`src/hw/rtl/fbdt_pkg.sv`:
```
`timescale 1ns / 1ps
// ----------------------------------------------------------------------------
// fbdt_pkg
// Shared constants, payload types and controller/datapath command types.
// ----------------------------------------------------------------------------
package fbdt_pkg;

   localparam int CANVAS_WIDTH  = 320;
   localparam int CANVAS_HEIGHT = 240;
   localparam int GLYPH_BYTES   = 4096;
   localparam int CANVAS_DEPTH  = CANVAS_WIDTH * CANVAS_HEIGHT;
   localparam int CANVAS_AW     = $clog2(CANVAS_DEPTH);
   localparam int GLYPH_AW      = $clog2(GLYPH_BYTES);

   localparam logic [2:0] CMD_FILL  = 3'd0;
   localparam logic [2:0] CMD_RECT  = 3'd1;
   localparam logic [2:0] CMD_PIXEL = 3'd2;
   localparam logic [2:0] CMD_READ  = 3'd3;
   localparam logic [2:0] CMD_GLOAD = 3'd4;
   localparam logic [2:0] CMD_TEXT  = 3'd5;
   localparam logic [2:0] CMD_CHAR  = 3'd6;
   localparam logic [2:0] CMD_NONE  = 3'd7;

   localparam logic CSR_FONT_WIDTH  = 1'b0;
   localparam logic CSR_FONT_HEIGHT = 1'b1;

   localparam logic [7:0] SPACE_CODE   = 8'd32;
   localparam logic [7:0] NEWLINE_CODE = 8'd10;

   typedef struct packed {
      logic [2:0]  command;
      logic [8:0]  x_start;
      logic [7:0]  y_start;
      logic [8:0]  x_end;
      logic [7:0]  y_end;
      logic [15:0] color;
      logic [7:0]  character;
      logic [11:0] glyph_address;
      logic [7:0]  glyph_data;
   } req_type;

   typedef struct packed {
      logic [15:0] pixel_value;
      logic [8:0]  text_col;
      logic [7:0]  text_row;
   } rsp_type;

   typedef enum logic [3:0] {
      OP_NONE,
      OP_LOAD,
      OP_CLEAR_STEP,
      OP_FILL_STEP,
      OP_XY_INIT,
      OP_ROW,
      OP_RECT_STEP,
      OP_PIX_WRITE,
      OP_READ_ISSUE,
      OP_READ_CAP,
      OP_CHAR_PREP,
      OP_CHAR_BASE,
      OP_GLYPH_READ,
      OP_GLYPH_BIT
   } dp_op_type;

   typedef struct packed {
      logic [2:0] command;
      logic       sweep_last;
      logic       rect_empty;
      logic       x_last;
      logic       y_last;
      logic       draw_en;
      logic       bit_last;
      logic       byte_last;
      logic       row_last;
   } dp_status_type;

endpackage

```
`src/hw/rtl/fbdt_ctrl.sv`:
```
`timescale 1ns / 1ps
// ----------------------------------------------------------------------------
// fbdt_ctrl
// Command sequencer: clear pass, dispatch, scan loops and response handshake.
// ----------------------------------------------------------------------------
module fbdt_ctrl import fbdt_pkg::*; (
   input  logic          clock,
   input  logic          reset,
   input  logic          req_valid,
   output logic          req_ready,
   output logic          rsp_valid,
   input  logic          rsp_ready,
   input  dp_status_type status,
   output dp_op_type     op
);

   typedef enum logic [3:0] {
      S_CLEAR, S_IDLE, S_DISPATCH, S_FILL, S_RECT_ROW, S_RECT_RUN,
      S_PIX_ROW, S_PIX_WR, S_RD_ROW, S_RD_ISSUE, S_RD_CAP,
      S_CHAR_BASE, S_CHAR_ROW, S_GREAD, S_GBITS, S_RESP
   } state_type;

   state_type state_ff, state_in;

   always_comb begin
      state_in = state_ff;
      op       = OP_NONE;
      case (state_ff)
         S_CLEAR: begin
            op = OP_CLEAR_STEP;
            if (status.sweep_last) state_in = S_IDLE;
         end
         S_IDLE: begin
            if (req_valid) begin
               op       = OP_LOAD;
               state_in = S_DISPATCH;
            end
         end
         S_DISPATCH: begin
            case (status.command)
               CMD_FILL: state_in = S_FILL;
               CMD_RECT: begin
                  op       = OP_XY_INIT;
                  state_in = status.rect_empty ? S_RESP : S_RECT_ROW;
               end
               CMD_PIXEL: begin
                  op       = OP_XY_INIT;
                  state_in = S_PIX_ROW;
               end
               CMD_READ: begin
                  op       = OP_XY_INIT;
                  state_in = S_RD_ROW;
               end
               CMD_CHAR: begin
                  op       = OP_CHAR_PREP;
                  state_in = status.draw_en ? S_CHAR_BASE : S_RESP;
               end
               default: state_in = S_RESP;
            endcase
         end
         S_FILL: begin
            op = OP_FILL_STEP;
            if (status.sweep_last) state_in = S_RESP;
         end
         S_RECT_ROW: begin
            op       = OP_ROW;
            state_in = S_RECT_RUN;
         end
         S_RECT_RUN: begin
            op = OP_RECT_STEP;
            if (status.x_last) state_in = status.y_last ? S_RESP : S_RECT_ROW;
         end
         S_PIX_ROW: begin
            op       = OP_ROW;
            state_in = S_PIX_WR;
         end
         S_PIX_WR: begin
            op       = OP_PIX_WRITE;
            state_in = S_RESP;
         end
         S_RD_ROW: begin
            op       = OP_ROW;
            state_in = S_RD_ISSUE;
         end
         S_RD_ISSUE: begin
            op       = OP_READ_ISSUE;
            state_in = S_RD_CAP;
         end
         S_RD_CAP: begin
            op       = OP_READ_CAP;
            state_in = S_RESP;
         end
         S_CHAR_BASE: begin
            op       = OP_CHAR_BASE;
            state_in = S_CHAR_ROW;
         end
         S_CHAR_ROW: begin
            op       = OP_ROW;
            state_in = S_GREAD;
         end
         S_GREAD: begin
            op       = OP_GLYPH_READ;
            state_in = S_GBITS;
         end
         S_GBITS: begin
            op = OP_GLYPH_BIT;
            if (status.bit_last) begin
               if (!status.byte_last)     state_in = S_GREAD;
               else if (status.row_last)  state_in = S_RESP;
               else                       state_in = S_CHAR_ROW;
            end
         end
         S_RESP: begin
            if (rsp_ready) state_in = S_IDLE;
         end
         default: state_in = S_IDLE;
      endcase
   end

   always_ff @(posedge clock) begin
      if (reset) begin
         state_ff <= S_CLEAR;
      end else begin
         state_ff <= state_in;
      end
   end

   assign req_ready = (state_ff == S_IDLE);
   assign rsp_valid = (state_ff == S_RESP);

`ifndef SYNTH
   a_excl: assert property (@(posedge clock) disable iff (reset)
      !(req_ready && rsp_valid))
      else $error("ready and response valid at once");
   a_one: assert property (@(posedge clock) disable iff (reset)
      (req_valid && req_ready) |=> !req_ready)
      else $error("second transfer accepted before response");
   a_hold: assert property (@(posedge clock) disable iff (reset)
      (rsp_valid && !rsp_ready) |=> rsp_valid)
      else $error("response dropped while stalled");
`endif

endmodule

```
`config.mk`:
```
export PLATFORM = sky130hd
export DESIGN_NAME = fbdt_ctrl
export DESIGN_NICKNAME = d
export VERILOG_FILES = /design/src/hw/rtl/fbdt_pkg.sv /design/src/hw/rtl/fbdt_ctrl.sv
export SDC_FILE = /design/constraint.sdc
export NUM_CORES = 1
export LEC_CHECK = 0
export ABC_AREA = 1
export ABC_CLOCK_PERIOD_IN_PS = 1550
export BUFFER_PORTS_ARGS = -buffer_cell sky130_fd_sc_hd__buf_2
export CAP_MARGIN = 10
export CELL_PAD_IN_SITES_DETAIL_PLACEMENT = 1
export CELL_PAD_IN_SITES_GLOBAL_PLACEMENT = 2
export CORE_MARGIN = 2
export CORE_UTILIZATION = 22
export CTS_CLUSTER_SIZE = 20
export DETAILED_ROUTE_END_ITERATION = 16
export PLACE_DENSITY_LB_ADDON = 0.1
export SYNTH_ARGS = -nofsm -noshare
export SYNTH_HDL_FRONTEND = slang
export SYNTH_SLANG_ARGS = --single-unit
```
`constraint.sdc`:
```
create_clock -name clock -period 1.55 [get_ports clock]
set_input_delay 0 -clock clock [delete_from_list [all_inputs] [get_ports clock]]
set_output_delay 0 -clock clock [all_outputs]
set_load 0.1 [all_outputs]
```
==> report_table.html <==
<table>
<tr><th>Metric</th><th>Value</th></tr>
<tr><th colspan="2">STA</th></tr>
<tr><td>Count of final max-slew check failures</td><td>0</td></tr>
<tr><td>Max-slew headroom</td><td>68.09%</td></tr>
<tr><td>Clock skew after layout</td><td>0.002735 ns</td></tr>
<tr><td>Unrepaired setup endpoints after global routing</td><td>false</td></tr>
<tr><td>Shortest clock period the worst path allows after layout</td><td>1.462 ns</td></tr>
<tr><td>Total Neg Setup Slack</td><td>0 ns</td></tr>
<tr><td>Final worst path period share</td><td>94.33%</td></tr>
<tr><td>Final hold violations</td><td>0</td></tr>
<tr><td>Max Freq</td><td>0.6839 GHz</td></tr>
<tr><td>Final setup vio count</td><td>0</td></tr>
<tr><td>Final hold slack</td><td>0.1990 ns</td></tr>
<tr><td>Worst path setup slack after routing</td><td>0.08783 ns</td></tr>
<tr><td>Measured slew at the worst slew-check pin</td><td>0.4820 ns</td></tr>
<tr><th colspan="2">Pwr</th></tr>
<tr><td>Power density over the cells</td><td>2602 nW/um2</td></tr>
<tr><td>Worst VDD drop</td><td>1.667 mV</td></tr>
<tr><td>Final Power</td><td>2.474 mW</td></tr>
<tr><td>Total leakage power</td><td>0.4952 nW</td></tr>
<tr><th colspan="2">Floorplan</th></tr>
<tr><td>Core area</td><td>2710 um2</td></tr>
<tr><td>Initial cell density of the core</td><td>22.85%</td></tr>
<tr><td>Die Span X</td><td>57.06 um</td></tr>
<tr><td>Total Die Area</td><td>3256 um2</td></tr>
<tr><td>Core Rows</td><td>19</td></tr>
<tr><td>Chip Height</td><td>57.06 um</td></tr>
<tr><td>I/O pin count</td><td>21</td></tr>
<tr><th colspan="2">Yosys</th></tr>
<tr><td>Leading post-synthesis cells by instance count</td><td>sky130_fd_sc_hd__nand2_1 (37), sky130_fd_sc_hd__inv_1 (19), sky130_fd_sc_hd__nand3_1 (15)</td></tr>
<tr><td>Synth Cell Area</td><td>619.3 um2</td></tr>
<tr><td>Yosys synthesis warning count</td><td>0</td></tr>
<tr><td>Share of async-settable or async-resettable flops after synthesis</td><td>0%</td></tr>
<tr><td>Post-synthesis sequential element count</td><td>4</td></tr>
<tr><td>Share of synthesized area occupied by flip-flops and latches</td><td>12.93%</td></tr>
<tr><td>Ranking of synthesized cells by area</td><td>sky130_fd_sc_hd__nand2_1 (22%), sky130_fd_sc_hd__dfxtp_1 (13%), sky130_fd_sc_hd__nand3_1 (12%), sky130_fd_sc_hd__inv_1 (12%), sky130_fd_sc_hd__nor2_1 (8.5%)</td></tr>
<tr><td>Per-instance average area after synthesis</td><td>5.035 um2</td></tr>
<tr><td>Number of enable flip-flop cells after synthesis</td><td>0</td></tr>
<tr><td>Most frequent cell after synthesis</td><td>sky130_fd_sc_hd__nand2_1</td></tr>
<tr><td>Number of standard cells after synthesis</td><td>123</td></tr>
<tr><td>Post-synth cell types</td><td>19</td></tr>
<tr><td>Synth Flop Type</td><td>sky130_fd_sc_hd__dfxtp_1</td></tr>
<tr><td>Most area-hungry cell type in the Yosys netlist</td><td>sky130_fd_sc_hd__nand2_1</td></tr>
<tr><td>Number of nets produced by synthesis</td><td>138</td></tr>
<tr><td>Fraction of synthesized cell area taken by the top area cell type</td><td>22.42%</td></tr>
<tr><th colspan="2">Placement</th></tr>
<tr><td>Post-DP HPWL</td><td>1.827 mm</td></tr>
<tr><td>Placer Congestion</td><td>0.7721</td></tr>
<tr><td>Post-Place Cells</td><td>174</td></tr>
<tr><td>Minimum setup slack after placement</td><td>0.1333 ns</td></tr>
<tr><td>Quantity of I/O buffers inserted on ports</td><td>20</td></tr>
<tr><th colspan="2">Route</th></tr>
<tr><td>Vias</td><td>838</td></tr>
<tr><td>Total Routed Length</td><td>2.189 mm</td></tr>
<tr><td>Number of detailed-route iterations in the first pass</td><td>4</td></tr>
<tr><td>Post-route antenna net violation count</td><td>0</td></tr>
<tr><td>Wire per inst</td><td>12.16 um</td></tr>
<tr><td>DRC viols</td><td>0</td></tr>
<tr><td>Starting DRC count in detailed routing</td><td>12</td></tr>
<tr><td>Detail-routed via count per cell</td><td>4.656</td></tr>
<tr><th colspan="2">Final layout</th></tr>
<tr><td>Fillcell total</td><td>381</td></tr>
<tr><td>Count of nets after finishing</td><td>165</td></tr>
<tr><td>Flip-flop count of the largest register after layout</td><td>4</td></tr>
<tr><td>Antenna diode instance count</td><td>0</td></tr>
<tr><td>Non-filler cells, final</td><td>180</td></tr>
<tr><td>Register bank with the most flops</td><td>state_ff</td></tr>
<tr><td>Layout cell share with drive strength beyond 1</td><td>35.57%</td></tr>
<tr><td>Area growth, synth to finish</td><td>53.54%</td></tr>
<tr><td>Top flop regs</td><td>state_ff x4</td></tr>
<tr><th colspan="2">Clock network</th></tr>
<tr><td>Clk buf depth</td><td>2</td></tr>
<tr><td>Clock insertion delay at the later pin of the skew report</td><td>0.24 ns</td></tr>
<tr><td>Clock sinks</td><td>4</td></tr>
<tr><td>Number of H-tree levels</td><td>1</td></tr>
<tr><td>Root Buffer Master</td><td>sky130_fd_sc_hd__clkbuf_4</td></tr>
<tr><td>Clock tree from TritonCTS</td><td>yes</td></tr>
<tr><td>Number of CTS-inserted buffers</td><td>3</td></tr>
<tr><td>Clock slew at reported path FFs</td><td>0.04 ns</td></tr>
<tr><th colspan="2">Critical path</th></tr>
<tr><td>Worst Path Required</td><td>1.55 ns</td></tr>
<tr><td>Startpoint Class</td><td>flop</td></tr>
<tr><td>CP startpoint</td><td>state_ff[0]$_SDFFE_PP0P_</td></tr>
<tr><td>Category of the most critical setup path</td><td>flop to output port</td></tr>
<tr><td>Worst reg2reg path startpoint</td><td>state_ff[3]$_SDFFE_PP0P_</td></tr>
<tr><td>Arrival time of the worst setup path</td><td>1.46 ns</td></tr>
<tr><td>Max incr delay on CP</td><td>0.41 ns</td></tr>
<tr><td>Critical path endpoint category</td><td>output port</td></tr>
<tr><td>Maximum fanout along the worst path</td><td>7</td></tr>
<tr><td>Series of cell instances along the critical path</td><td>inv_2 &gt; nor2_4 &gt; nand2_2 &gt; clkinvlp_4 &gt; buf_2</td></tr>
<tr><td>Cell with the largest stage delay on the worst path</td><td>sky130_fd_sc_hd__buf_2</td></tr>
<tr><th colspan="2">Worst hold path</th></tr>
<tr><td>Min-delay src</td><td>status[3]</td></tr>
<tr><td>Hold/Removal Path Class</td><td>primary input to flop</td></tr>
<tr><th colspan="2">Global route</th></tr>
<tr><td>Pin count of the biggest net entering global routing</td><td>9</td></tr>
<tr><td>Total gr overflow</td><td>0</td></tr>
<tr><td>Global-route usage over all layers</td><td>14.31%</td></tr>
<tr><td>Number of global-route vias before repair</td><td>894</td></tr>
<tr><td>Antenna violations before repair</td><td>0</td></tr>
<tr><td>Wire length of the first global-routing pass</td><td>3.732 mm</td></tr>
<tr><th colspan="2">Status</th></tr>
<tr><td>Status</td><td>finished, final reports clean</td></tr>
<tr><th colspan="2">Job</th></tr>
<tr><td>Max capacitance violation total</td><td>0</td></tr>
</table>
[final cells by class]
type / instances / area [um2] / area share [%]
multi-input cells: 95 / 505.5 / 53.16
repair buffers: 23 / 200.2 / 21.05
flip-flops and latches: 4 / 90.09 / 9.474
inverters: 23 / 90.09 / 9.474
well taps: 31 / 38.79 / 4.079
clock buffers: 4 / 26.28 / 2.763
[placed cells by master, fill, tap and decap left out, types with 2 or more instances in the layout]
master,n
sky130_fd_sc_hd__inv_2,4
sky130_fd_sc_hd__buf_2,15
sky130_fd_sc_hd__dfxtp_4,2
sky130_fd_sc_hd__nor2_2,3
sky130_fd_sc_hd__nor2_1,13
sky130_fd_sc_hd__o2111ai_2,2
sky130_fd_sc_hd__nand3b_1,2
sky130_fd_sc_hd__buf_12,5
sky130_fd_sc_hd__inv_1,18
sky130_fd_sc_hd__a21oi_1,2
sky130_fd_sc_hd__buf_4,2
sky130_fd_sc_hd__a21oi_2,2
sky130_fd_sc_hd__o21ai_0,7
sky130_fd_sc_hd__nand3_1,14
sky130_fd_sc_hd__nand2_2,6
sky130_fd_sc_hd__dfxtp_2,2
sky130_fd_sc_hd__nand2_1,34
sky130_fd_sc_hd__clkbuf_4,3
sky130_fd_sc_hd__nor2_4,4
[power breakdown]
group | internal [mW] | leakage, nW | switching [mW]
Combinational | 0.674 | 0.445 | 1.38
Clock | 0.0972 | 0.0150 | 0.0517
Sequential | 0.165 | 0.0350 | 0.107
Total | 0.936 | 0.495 | 1.54
[what timing repair did]
item | CTS | global route
resized for setup | 3 | 4
endpoints found under the setup margin | 2 | 6
buffers inserted | 0 | 1
hold buffers | 1 | 0
endpoints found under the hold margin | 3 | 0
gates cloned | 0 | 0
pin swaps | 0 | 2
[worst max-delay path: cells and delay by family, from the launching register on]
family | cells | cell delay [ns]
buffers and inverters | 3 | 0.57
flip-flops | 1 | 0.40
AND/OR/NAND/NOR | 2 | 0.25
[per-layer routing]
layer / vias up / global-route usage, % / share of wire [%]
li1: 440 / - / -
met1: 381 / 18.48 / 48
met2: 17 / 26.27 / 50
met3: 0 / 2.721 / 2.8
met4: 0 / 0 / 0
met5: - / 0 / 0
[stage by stage]
step | util [%] | area [um2]
CTS | 34.40 | 932.1
global placement | 32.64 | 884.6
detailed placement | 32.64 | 884.6
global route | 35.09 | 950.9
finish | 35.09 | 950.9
floorplan | - | 674.4
[path summary, 6_finish.rpt]
check | end | slack, ns | depth (start not counted)
worst max-delay path | req_ready | 0.09 | 5
worst min-delay path | state_ff[2]$_SDFFE_PP0P_ | 0.20 | 6
worst max register to register | state_ff[0]$_SDFFE_PP0P_ | 0.15 | 8
worst min register to register | state_ff[2]$_SDFFE_PP0P_ | 0.53 | 2
[logic make-up after synthesis]
| family | after synthesis | share of synthesized area [%] |
|---|---|---|
| and+or+nand+nor | 79 | 57.17 |
| buffers and inverters | 24 | 14.75 |
| AOI/OAI and AO/OA | 16 | 15.15 |
| DFF | 4 | 12.93 |
No activity file was read; power rests on OpenSTA's default activity.
